## config.mk

```make
export PLATFORM = sky130hd
export DESIGN_NAME = ntc_adc_to_temperature_unit
export DESIGN_NICKNAME = d
export VERILOG_FILES = /design/src/ntc_pkg.sv /design/src/ntc_adc_to_temperature_unit.sv /design/src/ntc_div_pipe.sv /design/src/ntc_seg.sv
export SDC_FILE = /design/constraint.sdc
export NUM_CORES = 2
export LEC_CHECK = 0
export BUFFER_PORTS_ARGS = -buffer_cell sky130_fd_sc_hd__buf_2
export CAP_MARGIN = 0
export CORE_ASPECT_RATIO = 1.1
export CORE_MARGIN = 3
export CORE_UTILIZATION = 35
export DETAILED_ROUTE_END_ITERATION = 7
export GPL_TIMING_DRIVEN = 0
export PLACE_DENSITY = 0.48
export SYNTH_ARGS = -nofsm -noshare
export SYNTH_HDL_FRONTEND = slang
export SYNTH_HIERARCHICAL = 1
export SYNTH_SLANG_ARGS = --single-unit
```

## constraint.sdc

```tcl
create_clock -name clk -period 70.1 [get_ports clk]
set_clock_uncertainty 0.2 [all_clocks]
set_input_delay 3.505 -clock clk [delete_from_list [all_inputs] [get_ports clk]]
set_output_delay 3.505 -clock clk [all_outputs]
set_load 0.1 [all_outputs]
```

## src/ntc_pkg.sv

```systemverilog
package ntc_pkg;

  localparam int ADC_BITS = 12;
  localparam int DIV_W = 16;
  localparam int NUM_W = ADC_BITS + DIV_W;
  localparam int TABLE_POINTS = 17;
  localparam int IDX_W = $clog2(TABLE_POINTS);
  localparam int OHM_W = 18;
  localparam int SPAN_W = 17;
  localparam int FRAC_W = 12;
  localparam int TEMP_W = 17;

  localparam logic [ADC_BITS-1:0] FULL_SCALE = '1;

  localparam logic [OHM_W-1:0] NTC_OHMS [TABLE_POINTS] = '{
    18'd190953, 18'd112440, 18'd68260, 18'd42636, 18'd27348, 18'd17979,
    18'd12094, 18'd8311, 18'd5825, 18'd4158, 18'd3020, 18'd2228,
    18'd1668, 18'd1267, 18'd974, 18'd758, 18'd597
  };

  localparam logic signed [TEMP_W-1:0] TEMP_COLD = -17'sd10240;
  localparam logic signed [TEMP_W-1:0] TEMP_HOT = 17'sd30720;
  localparam logic signed [TEMP_W-1:0] TEMP_FAULT = 17'sd64000;
  localparam logic [TEMP_W-1:0] SEG_STEP_Q8 = 17'd2560;
  localparam logic [TEMP_W-1:0] SEG_BASE_Q8 = 17'd12800;

  localparam logic [11:0] RST_ADC_MIN = 12'd300;
  localparam logic [11:0] RST_ADC_MAX = 12'd4000;
  localparam logic [15:0] RST_DIVIDER = 16'd5100;

  typedef enum logic [1:0] {
    CFG_ADC_MIN = 2'd0,
    CFG_ADC_MAX = 2'd1,
    CFG_DIVIDER = 2'd2
  } ntc_cfg_t;

  typedef struct packed {
    logic             fault;
    logic             cold;
    logic             hot;
    logic [IDX_W-1:0] idx;
  } ntc_side_t;

endpackage

```

## src/ntc_adc_to_temperature_unit.sv

```systemverilog
// throughput: one sample per cycle; the whole pipeline advances together
// and holds while a finished result waits on out_ready
// two restoring dividers, one quotient bit per stage, set the depth
// rst clears all valid bits and loads the limits 300 / 4000 and divider 5100
module ntc_adc_to_temperature_unit (
  input  logic                                clk,
  input  logic                                rst,
  input  logic                                in_valid,
  output logic                                in_ready,
  input  logic [ntc_pkg::ADC_BITS-1:0]        adc_sample,
  output logic                                out_valid,
  input  logic                                out_ready,
  output logic signed [ntc_pkg::TEMP_W-1:0]   temperature_q8,
  output logic                                sensor_fault,
  input  logic                                cfg_we,
  input  logic [1:0]                          cfg_index,
  input  logic [15:0]                         cfg_data
);
  import ntc_pkg::*;

  logic [11:0] adc_min_valid;
  logic [11:0] adc_max_valid;
  logic [15:0] divider_ohms;

  always_ff @(posedge clk) begin
    if (rst) begin
      adc_min_valid <= RST_ADC_MIN;
      adc_max_valid <= RST_ADC_MAX;
      divider_ohms <= RST_DIVIDER;
    end else if (cfg_we) begin
      case (ntc_cfg_t'(cfg_index))
        CFG_ADC_MIN: adc_min_valid <= cfg_data[11:0];
        CFG_ADC_MAX: adc_max_valid <= cfg_data[11:0];
        CFG_DIVIDER: divider_ohms <= cfg_data;
        default: ;
      endcase
    end
  end

  logic en;
  assign en = ~out_valid | out_ready;
  assign in_ready = en;

  // input stage
  logic                v0;
  logic [NUM_W-1:0]    num0;
  logic [ADC_BITS-1:0] den0;
  logic [1:0]          sb0;

  always_ff @(posedge clk) begin
    if (rst) begin
      v0 <= 1'b0;
    end else if (en) begin
      v0 <= in_valid;
    end
    if (en) begin
      num0 <= NUM_W'(divider_ohms) * NUM_W'(adc_sample);
      den0 <= FULL_SCALE - adc_sample;
      sb0 <= {(adc_sample < adc_min_valid) | (adc_sample > adc_max_valid),
              adc_sample == FULL_SCALE};
    end
  end

  logic             v1;
  logic [NUM_W-1:0] r1;
  logic [1:0]       sb1;

  ntc_div_pipe #(
    .NUM_W(NUM_W), .DEN_W(ADC_BITS), .Q_W(NUM_W), .SB_W(2)
  ) u_div_r (
    .clk(clk), .rst(rst), .en(en), .in_valid(v0), .num(num0), .den(den0),
    .side_in(sb0), .out_valid(v1), .quo(r1), .side_out(sb1)
  );

  logic              v2;
  logic [NUM_W-1:0]  num2;
  logic [SPAN_W-1:0] den2;
  ntc_side_t         side2;

  ntc_seg u_seg (
    .clk(clk), .rst(rst), .en(en), .in_valid(v1), .r(r1),
    .fault_in(sb1[1]), .full_in(sb1[0]), .out_valid(v2), .num2(num2),
    .den2(den2), .side(side2)
  );

  logic                  v3;
  logic [FRAC_W-1:0]     frac3;
  logic [$bits(ntc_side_t)-1:0] sb3;
  ntc_side_t             side3;

  ntc_div_pipe #(
    .NUM_W(NUM_W), .DEN_W(SPAN_W), .Q_W(FRAC_W), .SB_W($bits(ntc_side_t))
  ) u_div_frac (
    .clk(clk), .rst(rst), .en(en), .in_valid(v2), .num(num2), .den(den2),
    .side_in(side2), .out_valid(v3), .quo(frac3), .side_out(sb3)
  );

  assign side3 = ntc_side_t'(sb3);

  logic signed [TEMP_W-1:0] temp_next;
  logic [TEMP_W-1:0]        base;

  always_comb begin
    base = TEMP_W'(TEMP_W'(side3.idx) * SEG_STEP_Q8) - SEG_BASE_Q8;
    if (side3.fault) begin
      temp_next = TEMP_FAULT;
    end else if (side3.cold) begin
      temp_next = TEMP_COLD;
    end else if (side3.hot) begin
      temp_next = TEMP_HOT;
    end else begin
      temp_next = $signed(base + TEMP_W'(frac3));
    end
  end

  // output register
  always_ff @(posedge clk) begin
    if (rst) begin
      out_valid <= 1'b0;
    end else if (en) begin
      out_valid <= v3;
    end
    if (en) begin
      temperature_q8 <= temp_next;
      sensor_fault <= side3.fault;
    end
  end

  a_fault_value: assert property (@(posedge clk) disable iff (rst)
    out_valid && sensor_fault |-> temperature_q8 == TEMP_FAULT)
    else $error("fault result without fault temperature");

  a_range: assert property (@(posedge clk) disable iff (rst)
    out_valid && !sensor_fault |-> temperature_q8 >= TEMP_COLD && temperature_q8 <= TEMP_HOT)
    else $error("temperature outside table range");

  a_hold: assert property (@(posedge clk) disable iff (rst)
    out_valid && !out_ready |=> out_valid && $stable(temperature_q8))
    else $error("stalled result changed");

  a_reset: assert property (@(posedge clk)
    $past(rst) |-> !out_valid)
    else $error("valid after reset");

endmodule

```

## src/ntc_div_pipe.sv

```systemverilog
module ntc_div_pipe #(
  parameter int NUM_W = 28,
  parameter int DEN_W = 12,
  parameter int Q_W = 28,
  parameter int SB_W = 2
) (
  input  logic             clk,
  input  logic             rst,
  input  logic             en,
  input  logic             in_valid,
  input  logic [NUM_W-1:0] num,
  input  logic [DEN_W-1:0] den,
  input  logic [SB_W-1:0]  side_in,
  output logic             out_valid,
  output logic [Q_W-1:0]   quo,
  output logic [SB_W-1:0]  side_out
);

  logic [DEN_W-1:0] rem   [Q_W+1];
  logic [Q_W-1:0]   low   [Q_W+1];
  logic [Q_W-1:0]   q     [Q_W+1];
  logic [DEN_W-1:0] den_s [Q_W+1];
  logic [SB_W-1:0]  sb    [Q_W+1];
  logic             v     [Q_W+1];

  assign rem[0] = DEN_W'(num >> Q_W);
  assign low[0] = num[Q_W-1:0];
  assign q[0] = '0;
  assign den_s[0] = den;
  assign sb[0] = side_in;
  assign v[0] = in_valid;

  for (genvar k = 0; k < Q_W; k++) begin : g_step
    logic [DEN_W:0] trial;
    logic [DEN_W:0] sub;
    logic           ge;

    assign trial = {rem[k], low[k][Q_W-1]};
    assign sub = trial - {1'b0, den_s[k]};
    assign ge = trial >= {1'b0, den_s[k]};

    always_ff @(posedge clk) begin
      if (rst) begin
        v[k+1] <= 1'b0;
      end else if (en) begin
        v[k+1] <= v[k];
      end
      if (en) begin
        rem[k+1] <= ge ? sub[DEN_W-1:0] : trial[DEN_W-1:0];
        low[k+1] <= low[k] << 1;
        q[k+1] <= {q[k][Q_W-2:0], ge};
        den_s[k+1] <= den_s[k];
        sb[k+1] <= sb[k];
      end
    end
  end

  assign out_valid = v[Q_W];
  assign quo = q[Q_W];
  assign side_out = sb[Q_W];

endmodule

```

## src/ntc_seg.sv

```systemverilog
module ntc_seg (
  input  logic                      clk,
  input  logic                      rst,
  input  logic                      en,
  input  logic                      in_valid,
  input  logic [ntc_pkg::NUM_W-1:0] r,
  input  logic                      fault_in,
  input  logic                      full_in,
  output logic                      out_valid,
  output logic [ntc_pkg::NUM_W-1:0] num2,
  output logic [ntc_pkg::SPAN_W-1:0] den2,
  output ntc_pkg::ntc_side_t        side
);
  import ntc_pkg::*;

  // compare stage
  logic [TABLE_POINTS-1:0] ge_n;
  logic [TABLE_POINTS-1:0] ge;
  logic [SPAN_W-1:0]       r_low;
  logic                    fault1;
  logic                    full1;
  logic                    v1;

  always_comb begin
    for (int j = 0; j < TABLE_POINTS; j++) begin
      ge_n[j] = r >= NUM_W'(NTC_OHMS[j]);
    end
  end

  always_ff @(posedge clk) begin
    if (rst) begin
      v1 <= 1'b0;
    end else if (en) begin
      v1 <= in_valid;
    end
    if (en) begin
      ge <= ge_n;
      r_low <= r[SPAN_W-1:0];
      fault1 <= fault_in;
      full1 <= full_in;
    end
  end

  // segment select stage
  logic [IDX_W-1:0]  idx_n;
  logic [OHM_W-1:0]  hi;
  logic [OHM_W-1:0]  lo;
  logic [SPAN_W-1:0] diff;
  ntc_side_t         side_n;

  always_comb begin
    idx_n = IDX_W'(TABLE_POINTS - 1);
    for (int j = TABLE_POINTS - 1; j >= 1; j--) begin
      if (ge[j]) begin
        idx_n = IDX_W'(j);
      end
    end
    hi = NTC_OHMS[idx_n - IDX_W'(1)];
    lo = NTC_OHMS[idx_n];
    diff = hi[SPAN_W-1:0] - r_low;
    side_n.fault = fault1;
    side_n.cold = full1 | ge[0];
    side_n.hot = ~ge[TABLE_POINTS-1];
    side_n.idx = idx_n;
  end

  always_ff @(posedge clk) begin
    if (rst) begin
      out_valid <= 1'b0;
    end else if (en) begin
      out_valid <= v1;
    end
    if (en) begin
      num2 <= (NUM_W'(diff) << 11) + (NUM_W'(diff) << 9);
      den2 <= SPAN_W'(hi - lo);
      side <= side_n;
    end
  end

endmodule
```

==> results by group <==
Timing
  – Slew Viols, Final: 0
  – Final setup viols: 0
  – RSZ-0062 raised after global routing: no
  – Fmax: 0.103 GHz
  – Slew headroom: 0.313
  – Final Hold Fails: 0
  – Fin crit period: between 9 and 10 ns
  – Tcrit/Tclk final: 0.139
  – Worst Max-Slew Pin Slew: 1.02 ns
  – Fin Setup TNS: 0 ns

Power and ir drop
  – Design Power: approximately 6.5 mW
  – PD cells: 51.1 nW/um^2
  – Sw Share: 0.360
  – Internal Power: between 4 and 5 mW
  – Clock share of power: 0.209
  – Peak VDD IR: between 40 and 50 uV
  – Logic pwr share: 0.428
  – LEAKAGE: about 53 nW
  – NetSw: between 2 and 2.5 mW
  – Reg power frac: 0.362

Synthesis
  – Post-synthesis cell type with the largest combined area: edfxtp_1
  – Avg Synthesized Cell Area: about 13 sq um
  – Top_reg_cell synth: edfxtp_1
  – Synth top area share: 0.598
  – Synth area leaders: edfxtp_1, ha_1, fa_1
  – Post-synthesis cell type count: 118
  – Seq/Total Area, Yosys: 0.613
  – Yosys warns: 6
  – Cells after synthesis: roughly 8,500
  – Number of synthesized flops with an enable pin: roughly 2,200
  – FF+latch count, synth: between 2,000 and 2,500
  – Async S/R FF share, synth: 0
  – Mapped cell area: between 100,000 and 150,000 sq um

Floorplanning
  – I/O pin count: 55
  – Die area: 328,000 sq um
  – Die Span Y: 601 um
  – Starting density of the core: 0.353
  – Die X: between 500 and 600 um
  – Placeable Area: 319,000 sq um
  – Cell Rows: 217

Clock network
  – Worst-skew pair later-pin latency: between 0.8 and 0.9 ns
  – Clock tree buffer depth: 4
  – CTS tree: done
  – Setup repair bufs after CTS: 0
  – Clock sink count: around 2,300
  – Resized cells post-CTS: 0
  – H-tree depth: 5
  – TritonCTS buffer count: ~270
  – Hold_buf cts: 0
  – Root Buffer Master: clkbuf_16
  – Clk pin slew, worst setup/hold paths: roughly 0.060 ns

Critical path
  – Setup CP Type: input pin to register
  – Top fanout value on the critical path: 10
  – Critical Path Sink Type: register
  – WP data required: roughly 70 ns
  – CP arrival: 10.11 ns
  – CP Launch Type: input pin

Hold path
  – HP Class: register to register

Final layout
  – Final std cells w/o fill: 13,300
  – Post-route cell area: 128,000 sq um
  – Total Nets Final: just under 10,000
  – Final core utilization: 0.401
  – Layout cell share with drive strength beyond 1: 0.102
  – Fillers: roughly 30,000
  – Area Overhead vs Synth: 13.6%

Detailed routing
  – DRT met1 WL: 93,900 um
  – Vias: about 64,000
  – Final wirelength: between 200,000 and 250,000 um
  – Per-cell routed wire length: between 15 and 20 um
  – Met2 routed WL: ~110,000 um
  – Max layer used: met4
  – Post-route ant nets: 0
  – Length of routed met3 wiring: around 8100 um
  – Via density per instance: between 4 and 5
  – DRT iter0 DRCs: 4,020
  – DRC Markers: 0
  – DR pass1 iterations: 6

Global routing
  – First-pass GRT wire length: between 300,000 and 400,000 um
  – Aggregate global-route resource usage: 0.133
  – GRT overflow: 0
  – Initial antenna violation count: 1
  – Largest net degree at the start of global routing: 77
  – Number of global-route vias before repair: roughly 67,000

Place
  – RePlAce Congestion: a little under 0.9
  – PortBufs: 53
  – Post-Place Cell Area: about 120,000 sq um
  – Placed insts: 12,800
  – Post-DP HPWL: between 150,000 and 200,000 um

Job
  – Max_cap viols: 0

Status
  – Status: complete, no violations
[worst max-delay path, stage by stage]
cell,delay [ns]
buf_2,0.13
clkbuf_1,0.61
clkbuf_1,0.58
nand2_1,0.16
fa_1,0.53
fa_1,0.52
inv_1,0.04
ha_1,0.32
fa_1,0.55
inv_1,0.06
fa_1,0.53
inv_1,0.05
ha_1,0.36
a21oi_1,0.45
nand2_1,0.14
o211ai_1,0.40
o211ai_1,0.20
o21bai_1,0.42
o31ai_1,0.14
xor2_1,0.41
[routing by layer]
layer / track usage / vias to the layer above
met3: 0.0205 / 382
met2: 0.240 / 1031
met5: 0 / -
li1: - / 31600
met4: 0.0450 / 0
met1: 0.161 / 31300
[placed cells by master, fill, tap and decap left out, drive strengths merged, types with 26 or more instances in the layout]
cell type	instances
o31a	43
nor4	33
nand4	45
mux2	259
inv	980
o21a	97
xor2	188
clkinv	109
nor2	403
and3	54
o311ai	26
buf	180
nor3	87
edfxtp	2242
a211oi	49
a21oi	476
o21ai	359
dfxtp	84
ha	687
nand2	529
nand2b	87
o21bai	31
nor2b	77
fa	181
and2	113
o31ai	36
xnor2	235
clkbuf	466
mux2i	91
a21o	224
a31oi	61
nand3	146
or2	40
[synthesized netlist by cell type, types with 34 or more instances]
cell / count
a211oi_1: 46
a21o_1: 223
a21oi_1: 469
a31oi_1: 58
and2_1: 113
and3_1: 53
buf_4: 75
clkbuf_1: 129
dfxtp_1: 84
edfxtp_1: 2242
fa_1: 181
ha_1: 687
inv_1: 963
mux2_2: 244
mux2i_1: 90
nand2_1: 528
nand2b_1: 87
nand3_1: 144
nand4_1: 45
nor2_1: 401
nor2b_1: 76
nor3_1: 86
o21a_1: 96
o21ai_0: 346
o31a_1: 42
o31ai_1: 34
or2_2: 36
xnor2_1: 234
xor2_1: 188
[power groups by stage]
stage | registers, mW | clock network, mW | logic [mW]
after floorplan | 2.30 | 0 | 2.12
after global placement | 2.40 | 0 | 2.75
after detailed placement | 2.40 | 0 | 2.79
after CTS | 2.38 | 1.43 | 2.82
after global routing | 2.41 | 1.49 | 3.15
final | 2.37 | 1.37 | 2.80
[final timing paths]
| path | startpoint | to | slack, ns | cells after the start |
|---|---|---|---|---|
| min | u_div_r/q[336] | u_div_r/q[309] | 0.20 | 0 |
| min reg2reg | u_div_r/q[336] | u_div_r/q[309] | 0.20 | 0 |
| max | adc_sample[4] | num0[25] | 60.37 | 20 |
| max reg2reg | u_seg/ge[7] | u_seg/num2[26] | 61.37 | 31 |
[registers in the layout, indices dropped and copies added (netlist names), 19 cells and up]
name / cells
num0: 28
u_div_frac/den_s: 187
u_div_frac/g_step.trial: 198
u_div_frac/low: 55
u_div_frac/q: 66
u_div_frac/sb: 88
u_div_r/den_s: 324
u_div_r/g_step.trial: 351
u_div_r/low: 351
u_div_r/q: 378
u_div_r/quo: 28
u_div_r/sb: 54
u_div_r/v: 27
u_seg/num2: 19
[cell families after synthesis]
kind of cell,synth area share
flops,0.613
other cells,0.0000333
mux,0.0346
compound gates,0.0964
buf+inv,0.0425
simple gates,0.0716
fa+ha+maj,0.109
xor+xnor,0.0330
[per-stage QoR]
step	hold WS [ns]	worst slack (ns)
after global placement	0.200	-16.94
after CTS	0.194	60.47
after detailed placement	0.205	59.54
after global routing	0.211	60.29
final	0.199	60.37
after floorplan	0.200	8.59
[cell type report]
class                      instances  area [sq um]  share of cell area
inverter                         966          3630              0.0284
buffer                           221          1160             0.00906
tap                             4270          5340              0.0418
clock inverter                   153          1490              0.0117
clock buffer                     336          7160              0.0561
antenna                            3          7.51           0.0000587
sequential                      2326         69000               0.540
multi-input combinational       4974         38800               0.303
timing repair buffer              89          1230             0.00965
(Power assumes the default switching activity.)
